===== src/bpa_pkg.sv =====
package bpa_pkg;

  // command codes
  localparam logic CMD_ALLOC = 1'b0;
  localparam logic CMD_FREE  = 1'b1;

  // result status codes
  localparam logic [1:0] ST_DONE     = 2'd0;
  localparam logic [1:0] ST_NO_FREE  = 2'd1;
  localparam logic [1:0] ST_RANGE    = 2'd2;
  localparam logic [1:0] ST_NOT_USED = 2'd3;

  // free map word layout
  localparam int WORD_BITS = 32;
  localparam int WORD_SH   = 5;

  localparam int CFG_W = 11;

  typedef struct packed {
    logic       command;
    logic [3:0] block_order;
    logic [9:0] page_index;
  } req_t;

  typedef struct packed {
    logic [1:0]  status;
    logic [9:0]  granted_page;
    logic [10:0] free_total;
  } rsp_t;

  typedef enum logic [3:0] {
    OP_NONE,
    OP_CLEAR,
    OP_LOAD,
    OP_SCAN_NEXT,
    OP_TAKE,
    OP_SPLIT_DN,
    OP_SET_ADD,
    OP_RELEASE,
    OP_BUDDY,
    OP_MERGE_UP,
    OP_AT_PAGE,
    OP_SET,
    OP_RESULT
  } dp_op_e;

  typedef struct packed {
    dp_op_e     op;
    logic [1:0] status;
  } dp_cmd_t;

  typedef struct packed {
    logic clr_last;
    logic is_free;
    logic ord_bad;
    logic out_range;
    logic hit;
    logic scan_last;
    logic in_use;
    logic split_more;
    logic merge_more;
    logic tgt_ok;
    logic bit_set;
  } dp_stat_t;

endpackage


===== src/bpa_if.sv =====
interface bpa_req_if;
  logic          valid;
  logic          ready;
  bpa_pkg::req_t data;
  modport source (output valid, output data, input ready);
  modport sink   (input valid, input data, output ready);
endinterface

interface bpa_rsp_if;
  logic          valid;
  logic          ready;
  bpa_pkg::rsp_t data;
  modport source (output valid, output data, input ready);
  modport sink   (input valid, input data, output ready);
endinterface

interface bpa_cfg_if;
  logic                       valid;
  logic                       ready;
  logic [bpa_pkg::CFG_W-1:0]  data;
  modport source (output valid, output data, input ready);
  modport sink   (input valid, input data, output ready);
endinterface


===== src/bpa_ram.sv =====
module bpa_ram #(
  parameter int WIDTH = 32,
  parameter int DEPTH = 64,
  localparam int AW = (DEPTH > 1) ? $clog2(DEPTH) : 1
) (
  input  logic             clk_i,
  input  logic             we_i,
  input  logic [AW-1:0]    addr_i,
  input  logic [WIDTH-1:0] wdata_i,
  output logic [WIDTH-1:0] rdata_o
);

  logic [WIDTH-1:0] mem_q [DEPTH];
  logic [WIDTH-1:0] rdata_q;

  always_ff @(posedge clk_i) begin
    if (we_i) begin
      mem_q[addr_i] <= wdata_i;
    end
    rdata_q <= mem_q[addr_i];
  end

  assign rdata_o = rdata_q;

endmodule


===== src/bpa_ctrl.sv =====
module bpa_ctrl (
  input  logic              clk_i,
  input  logic              rst_ni,
  input  logic              in_valid_i,
  output logic              in_ready_o,
  output logic              out_valid_o,
  input  logic              out_ready_i,
  output bpa_pkg::dp_cmd_t  cmd_o,
  input  bpa_pkg::dp_stat_t stat_i
);

  typedef enum logic [4:0] {
    S_CLEAR, S_IDLE, S_DECIDE,
    S_SCAN_RD, S_SCAN_CHK,
    S_SPLIT, S_SPLIT_RD, S_SPLIT_WR,
    S_FREE_RD, S_FREE_CHK,
    S_MERGE, S_MERGE_RD, S_MERGE_CHK,
    S_PUT, S_PUT_RD, S_PUT_WR,
    S_FINISH
  } state_e;

  state_e     state_q, state_d;
  logic [1:0] status_q, status_d;
  logic       out_valid_q, out_valid_d;

  always_comb begin
    state_d     = state_q;
    status_d    = status_q;
    out_valid_d = out_valid_q && !out_ready_i;
    in_ready_o  = 1'b0;
    cmd_o.op     = bpa_pkg::OP_NONE;
    cmd_o.status = status_q;
    case (state_q)
      S_CLEAR: begin
        cmd_o.op = bpa_pkg::OP_CLEAR;
        if (stat_i.clr_last) state_d = S_IDLE;
      end
      S_IDLE: begin
        in_ready_o = 1'b1;
        if (in_valid_i) begin
          cmd_o.op = bpa_pkg::OP_LOAD;
          state_d  = S_DECIDE;
        end
      end
      S_DECIDE: begin
        if (stat_i.is_free) begin
          if (stat_i.out_range) begin
            status_d = bpa_pkg::ST_RANGE;
            state_d  = S_FINISH;
          end else begin
            state_d = S_FREE_RD;
          end
        end else if (stat_i.ord_bad) begin
          status_d = bpa_pkg::ST_NO_FREE;
          state_d  = S_FINISH;
        end else begin
          state_d = S_SCAN_RD;
        end
      end
      S_SCAN_RD: state_d = S_SCAN_CHK;
      S_SCAN_CHK: begin
        if (stat_i.hit) begin
          cmd_o.op = bpa_pkg::OP_TAKE;
          state_d  = S_SPLIT;
        end else if (stat_i.scan_last) begin
          status_d = bpa_pkg::ST_NO_FREE;
          state_d  = S_FINISH;
        end else begin
          cmd_o.op = bpa_pkg::OP_SCAN_NEXT;
          state_d  = S_SCAN_RD;
        end
      end
      S_SPLIT: begin
        if (stat_i.split_more) begin
          cmd_o.op = bpa_pkg::OP_SPLIT_DN;
          state_d  = S_SPLIT_RD;
        end else begin
          status_d = bpa_pkg::ST_DONE;
          state_d  = S_FINISH;
        end
      end
      S_SPLIT_RD: state_d = stat_i.tgt_ok ? S_SPLIT_WR : S_SPLIT;
      S_SPLIT_WR: begin
        cmd_o.op = bpa_pkg::OP_SET_ADD;
        state_d  = S_SPLIT;
      end
      S_FREE_RD: state_d = S_FREE_CHK;
      S_FREE_CHK: begin
        if (!stat_i.in_use) begin
          status_d = bpa_pkg::ST_NOT_USED;
          state_d  = S_FINISH;
        end else begin
          cmd_o.op = bpa_pkg::OP_RELEASE;
          state_d  = S_MERGE;
        end
      end
      S_MERGE: begin
        if (stat_i.merge_more) begin
          cmd_o.op = bpa_pkg::OP_BUDDY;
          state_d  = S_MERGE_RD;
        end else begin
          state_d = S_PUT;
        end
      end
      S_MERGE_RD: state_d = stat_i.tgt_ok ? S_MERGE_CHK : S_PUT;
      S_MERGE_CHK: begin
        if (stat_i.bit_set) begin
          cmd_o.op = bpa_pkg::OP_MERGE_UP;
          state_d  = S_MERGE;
        end else begin
          state_d = S_PUT;
        end
      end
      S_PUT: begin
        cmd_o.op = bpa_pkg::OP_AT_PAGE;
        state_d  = S_PUT_RD;
      end
      S_PUT_RD: state_d = S_PUT_WR;
      S_PUT_WR: begin
        cmd_o.op = bpa_pkg::OP_SET;
        status_d = bpa_pkg::ST_DONE;
        state_d  = S_FINISH;
      end
      S_FINISH: begin
        if (!out_valid_q || out_ready_i) begin
          cmd_o.op    = bpa_pkg::OP_RESULT;
          out_valid_d = 1'b1;
          state_d     = S_IDLE;
        end
      end
      default: state_d = S_IDLE;
    endcase
  end

  always_ff @(posedge clk_i or negedge rst_ni) begin
    if (!rst_ni) begin
      state_q     <= S_CLEAR;
      status_q    <= bpa_pkg::ST_DONE;
      out_valid_q <= 1'b0;
    end else begin
      state_q     <= state_d;
      status_q    <= status_d;
      out_valid_q <= out_valid_d;
    end
  end

  assign out_valid_o = out_valid_q;

endmodule


===== src/bpa_datapath.sv =====
module bpa_datapath #(
  parameter int NUM_PAGES   = 1024,
  parameter int ORDER_COUNT = 11
) (
  input  logic                      clk_i,
  input  logic                      rst_ni,
  input  bpa_pkg::dp_cmd_t          cmd_i,
  output bpa_pkg::dp_stat_t         stat_o,
  input  bpa_pkg::req_t             req_i,
  input  logic                      cfg_we_i,
  input  logic [bpa_pkg::CFG_W-1:0] cfg_data_i,
  output bpa_pkg::rsp_t             rsp_o
);

  localparam int WB  = bpa_pkg::WORD_BITS;
  localparam int WSH = bpa_pkg::WORD_SH;

  function automatic int blocks_at(int o);
    return ((NUM_PAGES - 1) >> o) + 1;
  endfunction

  function automatic int word_base(int o);
    int s;
    s = 0;
    for (int k = 0; k < o; k++) begin
      s += (blocks_at(k) + WB - 1) >> WSH;
    end
    return s;
  endfunction

  localparam int PGW = (NUM_PAGES > 1) ? $clog2(NUM_PAGES) : 1;
  localparam int PW  = ((PGW > ORDER_COUNT) ? PGW : ORDER_COUNT) + 2;
  localparam int OW  = (ORDER_COUNT > 1) ? $clog2(ORDER_COUNT) : 1;
  localparam int MW  = word_base(ORDER_COUNT);
  localparam int MAW = (MW > 1) ? $clog2(MW) : 1;
  localparam int CL  = (MW > NUM_PAGES) ? MW : NUM_PAGES;
  localparam int CW  = $clog2(CL);
  localparam int SW  = ORDER_COUNT + 12;

  logic [PW-1:0]  blk_a  [ORDER_COUNT];
  logic [MAW-1:0] base_a [ORDER_COUNT];

  for (genvar g = 0; g < ORDER_COUNT; g++) begin : g_tab
    assign blk_a[g]  = PW'(blocks_at(g));
    assign base_a[g] = MAW'(word_base(g));
  end

  logic                     cmd_q, cmd_d;
  logic [3:0]               req_ord_q, req_ord_d;
  logic [OW-1:0]            ord_q, ord_d;
  logic [PW-1:0]            page_q, page_d;
  logic [PW-1:0]            tgt_q, tgt_d;
  logic                     tok_q, tok_d;
  logic                     range_q, range_d;
  logic [CW-1:0]            clr_q, clr_d;
  logic [10:0]              total_q, total_d;
  logic [bpa_pkg::CFG_W-1:0] usable_q;
  bpa_pkg::rsp_t            rsp_q, rsp_d;

  logic [WB-1:0]  map_rd, map_wd;
  logic           map_we;
  logic [MAW-1:0] map_addr, tgt_addr;
  logic [0:0]     use_rd, use_wd;
  logic           use_we;
  logic [PGW-1:0] use_addr;

  logic [PW-1:0]  blk, hit_page, half, buddy, one_o;
  logic [WSH-1:0] bitsel, lsb;
  logic           last_word;
  logic [OW-1:0]  ord_sat, ord_dn;
  logic [SW-1:0]  amt, sum_add;
  logic [10:0]    tot_add, tot_sub;
  logic [PW-1:0]  idx_ext;

  always_comb begin
    blk      = tgt_q >> ord_q;
    bitsel   = blk[WSH-1:0];
    tgt_addr = base_a[ord_q] + MAW'(blk >> WSH);
    last_word = ((((blk >> WSH) + PW'(1)) << WSH) >= blk_a[ord_q]);
    lsb = '0;
    for (int i = WB - 1; i >= 0; i--) begin
      if (map_rd[i]) lsb = WSH'(i);
    end
    hit_page = ((blk & ~PW'(WB - 1)) | PW'(lsb)) << ord_q;
    one_o    = PW'(1) << ord_q;
    ord_dn   = ord_q - OW'(1);
    half     = page_q + (PW'(1) << ord_dn);
    buddy    = page_q ^ one_o;
    amt      = SW'(1) << ord_q;
    sum_add  = SW'(total_q) + amt;
    tot_add  = (sum_add > SW'(2047)) ? 11'd2047 : sum_add[10:0];
    tot_sub  = (amt > SW'(total_q)) ? 11'd0 : 11'(SW'(total_q) - amt);
    ord_sat  = (int'(req_i.block_order) > ORDER_COUNT - 1) ? OW'(ORDER_COUNT - 1)
                                                           : OW'(req_i.block_order);
    idx_ext  = PW'(req_i.page_index);
  end

  always_comb begin
    cmd_d     = cmd_q;
    req_ord_d = req_ord_q;
    ord_d     = ord_q;
    page_d    = page_q;
    tgt_d     = tgt_q;
    tok_d     = tok_q;
    range_d   = range_q;
    clr_d     = clr_q;
    total_d   = total_q;
    rsp_d     = rsp_q;
    map_we    = 1'b0;
    map_wd    = map_rd;
    map_addr  = tgt_addr;
    use_we    = 1'b0;
    use_wd    = 1'b0;
    use_addr  = page_q[PGW-1:0];
    case (cmd_i.op)
      bpa_pkg::OP_CLEAR: begin
        map_addr = clr_q[MAW-1:0];
        use_addr = clr_q[PGW-1:0];
        map_we   = int'(clr_q) < MW;
        map_wd   = '0;
        use_we   = int'(clr_q) < NUM_PAGES;
        use_wd   = 1'b1;
        clr_d    = clr_q + CW'(1);
      end
      bpa_pkg::OP_LOAD: begin
        cmd_d     = req_i.command;
        req_ord_d = req_i.block_order;
        tgt_d     = '0;
        range_d   = (int'(req_i.page_index) >= int'(usable_q)) ||
                    (int'(req_i.page_index) >= NUM_PAGES);
        if (req_i.command == bpa_pkg::CMD_FREE) begin
          ord_d  = ord_sat;
          page_d = idx_ext & ~((PW'(1) << ord_sat) - PW'(1));
        end else begin
          ord_d = (int'(req_i.block_order) < ORDER_COUNT) ? OW'(req_i.block_order)
                                                          : '0;
        end
      end
      bpa_pkg::OP_SCAN_NEXT: begin
        if (last_word) begin
          ord_d = ord_q + OW'(1);
          tgt_d = '0;
        end else begin
          tgt_d = (((blk >> WSH) + PW'(1)) << WSH) << ord_q;
        end
      end
      bpa_pkg::OP_TAKE: begin
        map_we   = 1'b1;
        map_wd   = map_rd & ~(WB'(1) << lsb);
        page_d   = hit_page;
        use_addr = hit_page[PGW-1:0];
        use_we   = 1'b1;
        use_wd   = 1'b1;
        total_d  = tot_sub;
      end
      bpa_pkg::OP_SPLIT_DN: begin
        ord_d = ord_dn;
        tgt_d = half;
        tok_d = int'(half) < NUM_PAGES;
      end
      bpa_pkg::OP_SET_ADD: begin
        map_we  = 1'b1;
        map_wd  = map_rd | (WB'(1) << bitsel);
        total_d = tot_add;
      end
      bpa_pkg::OP_RELEASE: begin
        use_we  = 1'b1;
        use_wd  = 1'b0;
        total_d = tot_add;
      end
      bpa_pkg::OP_BUDDY: begin
        tgt_d = buddy;
        tok_d = int'(buddy) < NUM_PAGES;
      end
      bpa_pkg::OP_MERGE_UP: begin
        map_we = 1'b1;
        map_wd = map_rd & ~(WB'(1) << bitsel);
        page_d = page_q & tgt_q;
        ord_d  = ord_q + OW'(1);
      end
      bpa_pkg::OP_AT_PAGE: tgt_d = page_q;
      bpa_pkg::OP_SET: begin
        map_we = 1'b1;
        map_wd = map_rd | (WB'(1) << bitsel);
      end
      bpa_pkg::OP_RESULT: begin
        rsp_d.status       = cmd_i.status;
        rsp_d.granted_page = (cmd_i.status == bpa_pkg::ST_DONE &&
                              cmd_q == bpa_pkg::CMD_ALLOC) ? 10'(page_q) : 10'd0;
        rsp_d.free_total   = total_q;
      end
      default: ;
    endcase
  end

  always_ff @(posedge clk_i or negedge rst_ni) begin
    if (!rst_ni) begin
      clr_q    <= '0;
      total_q  <= '0;
      usable_q <= bpa_pkg::CFG_W'(1024);
    end else begin
      clr_q   <= clr_d;
      total_q <= total_d;
      if (cfg_we_i) usable_q <= cfg_data_i;
    end
  end

  always_ff @(posedge clk_i) begin
    cmd_q     <= cmd_d;
    req_ord_q <= req_ord_d;
    ord_q     <= ord_d;
    page_q    <= page_d;
    tgt_q     <= tgt_d;
    tok_q     <= tok_d;
    range_q   <= range_d;
    rsp_q     <= rsp_d;
  end

  bpa_ram #(.WIDTH(WB), .DEPTH(MW)) u_map_ram (
    .clk_i   (clk_i),
    .we_i    (map_we),
    .addr_i  (map_addr),
    .wdata_i (map_wd),
    .rdata_o (map_rd)
  );

  bpa_ram #(.WIDTH(1), .DEPTH(NUM_PAGES)) u_use_ram (
    .clk_i   (clk_i),
    .we_i    (use_we),
    .addr_i  (use_addr),
    .wdata_i (use_wd),
    .rdata_o (use_rd)
  );

  always_comb begin
    stat_o.clr_last   = (clr_q == CW'(CL - 1));
    stat_o.is_free    = (cmd_q == bpa_pkg::CMD_FREE);
    stat_o.ord_bad    = int'(req_ord_q) >= ORDER_COUNT;
    stat_o.out_range  = range_q;
    stat_o.hit        = |map_rd;
    stat_o.scan_last  = (ord_q == OW'(ORDER_COUNT - 1)) && last_word;
    stat_o.in_use     = use_rd[0];
    stat_o.split_more = int'(ord_q) > int'(req_ord_q);
    stat_o.merge_more = int'(ord_q) < ORDER_COUNT - 1;
    stat_o.tgt_ok     = tok_q;
    stat_o.bit_set    = map_rd[bitsel];
  end

  assign rsp_o = rsp_q;

endmodule


===== src/buddy_page_allocator_core.sv =====
// buddy page allocator
// req_i carries one item per request: command (allocate or free), block_order
// and page_index. rsp_o returns exactly one item per request with status,
// granted_page and free_total. cfg_i writes usable_pages; the user must write
// it only while the block is idle, which the block itself does not enforce.
// an allocate is accepted and decoded, then scans the free map word by word
// (32 blocks a word) from the requested order upward, then splits the found
// block one level at a time down to the requested order and leaves the split
// loop. a free is accepted, checked and the page released, then merges with
// each free buddy in turn and records the final free block. then the result
// is registered. with 1024 pages and 11 orders the worst case is an order 0
// allocate served from the top order: 68 words scanned and 10 splits, paced
// by the single-port free map memory and its read-modify-write.
// the block works on one item at a time; the next item is accepted as soon as
// the previous one has its result registered, even while that result waits.
// after reset a clearing pass over max(map words, NUM_PAGES) entries (1024 by
// default) empties the free map and marks every page in use; no item is
// accepted meanwhile. a stalled receiver holds the result in the output
// register and the block stalls before loading the next result.
module buddy_page_allocator_core #(
  parameter int NUM_PAGES   = 1024,
  parameter int ORDER_COUNT = 11
) (
  input  logic      clk_i,
  input  logic      rst_ni,
  bpa_req_if.sink   req_i,
  bpa_rsp_if.source rsp_o,
  bpa_cfg_if.sink   cfg_i
);

  // command and status between sequencer and datapath
  bpa_pkg::dp_cmd_t  dp_cmd;
  bpa_pkg::dp_stat_t dp_stat;

  // configuration writes are always taken
  assign cfg_i.ready = 1'b1;

  bpa_ctrl u_ctrl (
    .clk_i       (clk_i),
    .rst_ni      (rst_ni),
    .in_valid_i  (req_i.valid),
    .in_ready_o  (req_i.ready),
    .out_valid_o (rsp_o.valid),
    .out_ready_i (rsp_o.ready),
    .cmd_o       (dp_cmd),
    .stat_i      (dp_stat)
  );

  bpa_datapath #(
    .NUM_PAGES   (NUM_PAGES),
    .ORDER_COUNT (ORDER_COUNT)
  ) u_datapath (
    .clk_i      (clk_i),
    .rst_ni     (rst_ni),
    .cmd_i      (dp_cmd),
    .stat_o     (dp_stat),
    .req_i      (req_i.data),
    .cfg_we_i   (cfg_i.valid),
    .cfg_data_i (cfg_i.data),
    .rsp_o      (rsp_o.data)
  );

endmodule

===== src/flat_wrapper.sv =====
// flat-port wrapper written by rule: the top's interface ports become plain ports
module buddy_page_allocator_core_flat 
#(
  parameter int NUM_PAGES   = 1024,
  parameter int ORDER_COUNT = 11
)
  (clk_i, rst_ni, req_i_valid, req_i_data, req_i_ready, rsp_o_valid, rsp_o_data, rsp_o_ready, cfg_i_valid, cfg_i_data, cfg_i_ready);
  bpa_req_if req_i_i ();
  bpa_rsp_if rsp_o_i ();
  bpa_cfg_if cfg_i_i ();
  input  logic clk_i;
  input  logic rst_ni;
  input wire logic [$bits(req_i_i.valid)-1:0] req_i_valid;
  input wire logic [$bits(req_i_i.data)-1:0] req_i_data;
  output wire logic [$bits(req_i_i.ready)-1:0] req_i_ready;
  output wire logic [$bits(rsp_o_i.valid)-1:0] rsp_o_valid;
  output wire logic [$bits(rsp_o_i.data)-1:0] rsp_o_data;
  input wire logic [$bits(rsp_o_i.ready)-1:0] rsp_o_ready;
  input wire logic [$bits(cfg_i_i.valid)-1:0] cfg_i_valid;
  input wire logic [$bits(cfg_i_i.data)-1:0] cfg_i_data;
  output wire logic [$bits(cfg_i_i.ready)-1:0] cfg_i_ready;
  assign req_i_i.valid = req_i_valid;
  assign req_i_i.data = req_i_data;
  assign req_i_ready = req_i_i.ready;
  assign rsp_o_valid = rsp_o_i.valid;
  assign rsp_o_data = rsp_o_i.data;
  assign rsp_o_i.ready = rsp_o_ready;
  assign cfg_i_i.valid = cfg_i_valid;
  assign cfg_i_i.data = cfg_i_data;
  assign cfg_i_ready = cfg_i_i.ready;
  buddy_page_allocator_core #(.NUM_PAGES(NUM_PAGES), .ORDER_COUNT(ORDER_COUNT)) u_core (.clk_i(clk_i), .rst_ni(rst_ni), .req_i(req_i_i), .rsp_o(rsp_o_i), .cfg_i(cfg_i_i));
endmodule

===== config.mk =====
export PLATFORM = sky130hd
export DESIGN_NAME = buddy_page_allocator_core_flat
export DESIGN_NICKNAME = d
export VERILOG_FILES = /design/src/bpa_pkg.sv /design/src/bpa_if.sv /design/src/bpa_ram.sv /design/src/bpa_ctrl.sv /design/src/bpa_datapath.sv /design/src/buddy_page_allocator_core.sv /design/src/flat_wrapper.sv
export SDC_FILE = /design/constraint.sdc
export NUM_CORES = 2
export LEC_CHECK = 0
export ABC_CLOCK_PERIOD_IN_PS = 29400
export BUFFER_PORTS_ARGS = -buffer_cell sky130_fd_sc_hd__buf_2
export CORE_ASPECT_RATIO = 0.9
export CORE_UTILIZATION = 40
export DETAILED_ROUTE_END_ITERATION = 12
export PLACE_DENSITY = 0.51
export SYNTH_ARGS = -nofsm -noshare
export SYNTH_HDL_FRONTEND = slang
export SYNTH_SLANG_ARGS = --single-unit

===== constraint.sdc =====
create_clock -name clk_i -period 29.4 [get_ports clk_i]
set_input_delay 5.88 -clock clk_i [delete_from_list [all_inputs] [get_ports clk_i]]
set_output_delay 5.88 -clock clk_i [all_outputs]
set_load 0.01 [all_outputs]

; Yosys cells after proc, flatten, opt, wreduce, memory -nomap -nowiden
; Memories as Yosys holds them, arrays and structs flattened. A register that Yosys moved wholly into a read port is not among the register bits.
; Cells that the tools add are included.
; Widths: inputs -> output; s select.
[totals]
regBits = 100
ram_bits = 3200
rom_bits = 320
inputBits = 31
output_inout_bits = 26
elab_cells = 225
memories = 4
[memory_table]
columns = name, words, word_bits, rd, rd_clocked_by_memory_dff, wr, line
row1 = u_core.u_datapath.u_map_ram.mem_q, 68, 32, 1, 1, 1, bpa_ram.sv:13  ; logic [WIDTH-1:0] mem_q [DEPTH];
row2 = u_core.u_datapath.u_use_ram.mem_q, 1024, 1, 1, 1, 1, bpa_ram.sv:13
row3 = (no name shown), 16, 13, 1, 0, 0, bpa_datapath.sv:79  ; last_word = ((((blk >> WSH) + PW'(1)) << WSH) >= blk_a[ord_q]);
row4 = (no name shown), 16, 7, 1, 0, 0, bpa_datapath.sv:78  ; tgt_addr = base_a[ord_q] + MAW'(blk >> WSH);
[classes]
add_sub_neg = 9
magnitude_cmp = 14
eq_ne = 41
shift = 9
mux = 96
n_bitwise = 12
reduce_logical = 24
[ops]
columns = op, n
row1 = $mux 5, 42
row2 = $pmux 32 s4, 1
row3 = $pmux 5 s17, 1
row4 = $pmux 13 s5, 1
row5 = $and 32x32->32, 2
row6 = $not 32->32, 2
row7 = $shl 1x5->32 const A, 2
row8 = $mux 13, 4
row9 = $pmux 4 s11, 1
row10 = $eq 5x4->1 const B, 8
row11 = $pmux 13 s3, 1
row12 = $shl 1x4->13 const A, 3
row13 = $or 32x32->32, 1
row14 = $reduce_or 32->1, 1
row15 = $mux 4, 7
row16 = $lt 13x11->1 const B, 2
row17 = $shl 13x4->13, 2
row18 = $eq 4x4->1 const B, 6
row19 = $add 11x23->23, 1
row20 = $gt 23x11->1, 1
row21 = $gt 23x11->1 const B, 1
row22 = $shl 1x4->23 const A, 1
row23 = $mux 11, 2
row24 = $pmux 11 s2, 1
row25 = 61 further kinds, 111

; Longest topological paths before layout
[logic_depth]
depth_word = 36
depth_mapped = 23
depth_no_buf = 21

; Cells and area by module
; From an unflattened synthesis, not the netlist that was laid out.
[hier_totals]
cells_unflattened = 9128
area_unflattened_um2 = 140448.5
[modules_own_cells]
columns = module, n_inst, cells_per_inst, area_per_inst_um2, seq_area_each_um2
row1 = bpa_ram at u_core.u_datapath.u_map_ram, 1, 4248, 84347.1, 65983.3
row2 = bpa_ram at u_core.u_datapath.u_use_ram, 1, 3369, 44337.5, 30769.5
row3 = bpa_datapath, 1, 1403, 10898.0, 2603.7
row4 = bpa_ctrl, 1, 106, 854.6, 200.2
row5 = buddy_page_allocator_core, 1, 2, 11.3, 0.0

; Worst setup path after synthesis
; No wires, ideal clock.
[synth_timing]
path_type = register to register
startpoint = register u_core.u_ctrl.state_q[4]
endpoint = memory u_core.u_datapath.u_map_ram.mem_q[0][3] (data pin)
setup_ps = 733
arrival_time_ps = 17301
required_ps = 28667
slack_ps = 11366
path_stages_with_launch = 12
n_path_buf = 2
synth_period_minus_slack_ps = 18034
path_cell_list = dfrtp_1 > clkbuf_1 > nor2_1 > nand2_1 > nor3_2 > nor2_1 > buf_2 > inv_1 > nor3_1 > nor2_1 > a21oi_1 > o21ai_0
[synth_between]
elab_chain_len = 5
elab_cells_between_ends = 19
cone_classes = eq/ne (15) / mux (2) / reduce/logical (2)
[synth_rtl]
columns = element, line
row1 = from (decl), bpa_ctrl.sv:22  ; state_e state_q, state_d;
row2 = from (signal assigned), bpa_ctrl.sv:141  ; state_q <= state_d;
row3 = $eq 5x5->1 (tied with other cells), bpa_ctrl.sv:33  ; case (state_q)
row4 = $pmux 4 s11 (*), bpa_ctrl.sv:33
row5 = $eq 4x4->1 or $eq 4x3->1 (tied branches), bpa_datapath.sv:115  ; case (cmd_i.op)
row6 = $reduce_or 2->1 (no source line), -
row7 = $pmux 32 s4 (*), bpa_datapath.sv:115
row8 = via u_core.u_datapath.map_wd[3], bpa_datapath.sv:60  ; logic [WB-1:0] map_rd, map_wd;
row9 = to (decl), bpa_ram.sv:13
; The timed path passes the listed nets; every way through them passes the cells marked *.

; Worst setup path in the final report
[layout_timing]
startpoint = register u_core.u_ctrl.state_q[3]
endpoint = output port req_i_ready
[layout_between]
elab_chain_len = 2
[layout_rtl]
columns = element, line
row1 = $eq 5x1->1, bpa_ctrl.sv:33
row2 = $mux 1, bpa_ctrl.sv:33
row3 = to (decl), flat_wrapper.sv:15  ; output wire logic [$bits(req_i_i.ready)-1:0] req_i_ready;
; Every way passes these cells.

==> results.yml <==
run_status:
  status: "completed"
floorplanning:
  ios: 57
  die_x_um: 618
  rows: 203
  die_y_um: 556
  dieArea_um2: 344000
  core_um2: 340000
  initial_core_util: 0.402
global_route:
  gr-usage-met3: 0.0444
  gr-max-usage-layer: "met2"
  grt_max_degree: 223
  overflow: 0
  grt_antenna_before_repair: 18
  use_met2: 0.384
  first_global_vias: 84600
  grt_pass1_wl_mm: 629
  use_met1: 0.373
  grt_usage: 0.252
routing:
  drt_drc_violations_left: 0
  vias: 87800
  drtPass1Iterations: 8
  drtIter0Drc: 11100
  avgViaCountPerCell: 6.14
  antenna_left: 0
  wl_per_cell_um: 31.1
  drt_wl_total_mm: 445
yosys:
  synth_area_leaders: "edfxtp_1, a22oi_1, nor2_1"
  ys_seq_area_frac: 0.729
  synthArstFlopShare: 0.0120
  synth_area_per_cell_um2: 14.2
  netlist_instances: 9607
  yosysMostFrequentCell: "edfxtp_1"
  synth_seq_cells: 3333
  syn_area_um2: 136000
  synth.top_cells.by_count: "edfxtp_1, nor2_1, a22oi_1"
  synth_area_leader_cell: "edfxtp_1"
  synth_cell_types: 83
  synth_edf_count: 3260
  ys.flop_type: "edfxtp_1"
  yosysWarnings: 0
  synth_fp_nets: 9727
  synth_top_area_frac: 0.717
setup_path:
  rr_endpoint: "u_core.u_datapath.u_map_ram.rdata_o[22]"
  reg2reg_slack_ns: 21.38
  crit_family: "flip-flops"
  crit_required_ns: 23.52
  crit_chain: "inv_1, nand2_1, nor2_1, buf_2"
  r2r-start: "u_core.u_datapath.ord_q[0]"
  slowest_delay_ns: 0.85
  end_kind: "output port"
  cp.buffers_inverters: 2
  worstSetupPathType: "reg2out"
  startpoint_type: "register"
  cp.arrival_ns: 2.58
  r2r_cells: 21
  cp_max_fo: 19
  cpMaxStageDelayCell: "dfrtp_1"
finish:
  nets: 9625
  drive_above_1_share: 0.104
  area_growth_syn_to_layout_pct: 12.9
clocking:
  root_buffer: "clkbuf_16"
  cts.sink_count: 3333
  hold_buffers: 0
  cts_buffer_depth: 4
  clk_pin_slew_ns: 0.06
  cts_setup_buffers: 0
  cts_buffers: 348
  clkLatencyLatePin_ns: 0.96
  cts_tree: "built"
  htreeDepth: 5
  cts_resized: 0
sta:
  fmax_mhz: 118
  slew_headroom: 0.0209
  clock_skew_ns: 0.0880
  period_share: 0.288
  worst_hold_slack_ns: 0.483
  tns_ns: 0
  maxSlewViolCount: 0
  hold_viol: 0
  fin_crit_ns: 8.46
  max_slew.worst_pin.slew_ns: 1.47
  setup_viol: 0
  rsz0062_at_grt: "false"
  fin_ws_ns: 20.94
worst_hold_path:
  worstHoldStart: "u_core.u_ctrl.status_q[0]"
  hold_path.class: "reg2reg"
  hold_depth: 0
  whs_endpoint: "u_core.u_datapath.rsp_o[21]"
placement:
  dp_hpwl_mm: 232
  portBuffers: 55
  dp_slack_ns: 21.41
  gp_congestion: 0.869
flow_run:
  max_cap_viol_count: 0
==> routing by layer <==
metal  vias to the layer above  share of wire
met3                       630          0.091
met1                     45800           0.44
met4                         4          0.027
met5                         -       0.000040
li1                      37300              -
met2                      4064           0.44
==> worst reg2reg max path, stage by stage (launching register included) <==
cell and delay [ns]:
edfxtp_1 0.32, buf_4 0.49, clkinv_1 0.19, buf_4 0.26
ha_1 0.32, nand3b_1 0.33, o21ai_0 0.17, ha_1 0.26
fa_1 0.56, mux2i_4 0.16, buf_4 0.52, and3_4 0.72
buf_4 0.68, buf_12 0.55, buf_12 0.58, a22oi_1 0.16
nand4_1 0.12, nor2_1 0.05, a311oi_1 0.93, a311oi_1 0.23
a31oi_1 0.26, a21o_1 0.15
==> area by class of cell <==
cell class / count / area, um^2
Multi-Input combinational cell: 5432 / 34900
Clock inverter: 205 / 2040
Inverter: 75 / 289
Timing Repair Buffer: 315 / 2440
Clock buffer: 431 / 9140
Tap cell: 4510 / 5640
Sequential cell: 3333 / 99600
Antenna cell: 6 / 15.0
Fill cell: 29900 / 186000
==> worst max path at each step <==
stage,startpoint,endpoint,slack [ns],cells after the start
after detailed placement,req_i_data[1],u_core.u_datapath.range_q,21.41,15
after global routing,u_core.u_ctrl.state_q[3],req_i_ready,20.88,4
final,u_core.u_ctrl.state_q[3],req_i_ready,20.94,4
after global placement,req_i_data[1],u_core.u_datapath.range_q,21.17,15
after floorplan,u_core.u_ctrl.state_q[4],u_core.u_datapath.u_map_ram.mem_q[0][3],11.37,11
after CTS,u_core.u_ctrl.state_q[3],req_i_ready,20.96,4
==> sequential cells by signal, summed over array words and instances (netlist names), 5 cells and up <==
name,flops
u_core.u_datapath.u_map_ram.mem_q,2176
u_core.u_ctrl.state_q,5
u_core.u_datapath.clr_q,10
u_core.u_datapath.page_q,13
u_core.u_datapath.usable_q,11
u_core.u_datapath.u_use_ram.mem_q,1024
u_core.u_datapath.tgt_q,13
u_core.u_datapath.rsp_o,23
u_core.u_datapath.total_q,11
u_core.u_datapath.u_map_ram.rdata_o,32
==> kinds of logic (layout without fill, tap and decap cells) <==
family                   count (synthesis)  count (layout)  synth area share
other                                    1               7         0.0000275
AO/OA/AOI/OAI                         2179            2179             0.115
multiplexers                           428             428            0.0334
XOR/XNOR                                38              38           0.00244
buffers and inverters                  842            1026            0.0247
flip-flops                            3333            3333             0.729
AND/OR/NAND/NOR                       2697            2697            0.0868
adder cells (fa/ha/maj)                 89              89           0.00838
==> cell usage in the layout, fill, tap and decap left out, types with 39 or more instances in the layout <==
cell / Yosys / final
clkbuf_1: 479 / 76
clkbuf_16: 0 / 352
nor3_1: 48 / 43
mux2i_1: 396 / 391
buf_4: 9 / 243
nand4_1: 233 / 233
nand2_1: 587 / 551
clkinv_2: 0 / 54
o211ai_1: 49 / 49
a221oi_1: 212 / 212
clkinv_1: 1 / 82
nor2_1: 1239 / 1165
a22o_1: 212 / 211
nand3_1: 393 / 393
o21ai_0: 448 / 444
edfxtp_1: 3260 / 3260
nor2_4: 0 / 70
buf_2: 89 / 55
a22oi_1: 645 / 645
a32o_1: 104 / 104
inv_1: 73 / 72
a31oi_1: 67 / 66
and3_1: 51 / 47
a21oi_1: 193 / 171
ha_1: 85 / 85
dfrtp_1: 39 / 39
==> metrics by stage <==
step | utilization | instances | area [um^2]
4_1_cts | 0.454 | 14300 | 154000
3_3_place_gp | 0.421 | 13700 | 143000
3_5_place_dp | 0.421 | 13700 | 143000
2_1_floorplan | - | 9607 | 136000
5_1_grt | 0.454 | 14300 | 154000
6_report | 0.454 | 14300 | 154000
Power is not shown: default switching activity piles up to over one toggle a cycle in this logic, so the estimate is an artifact.
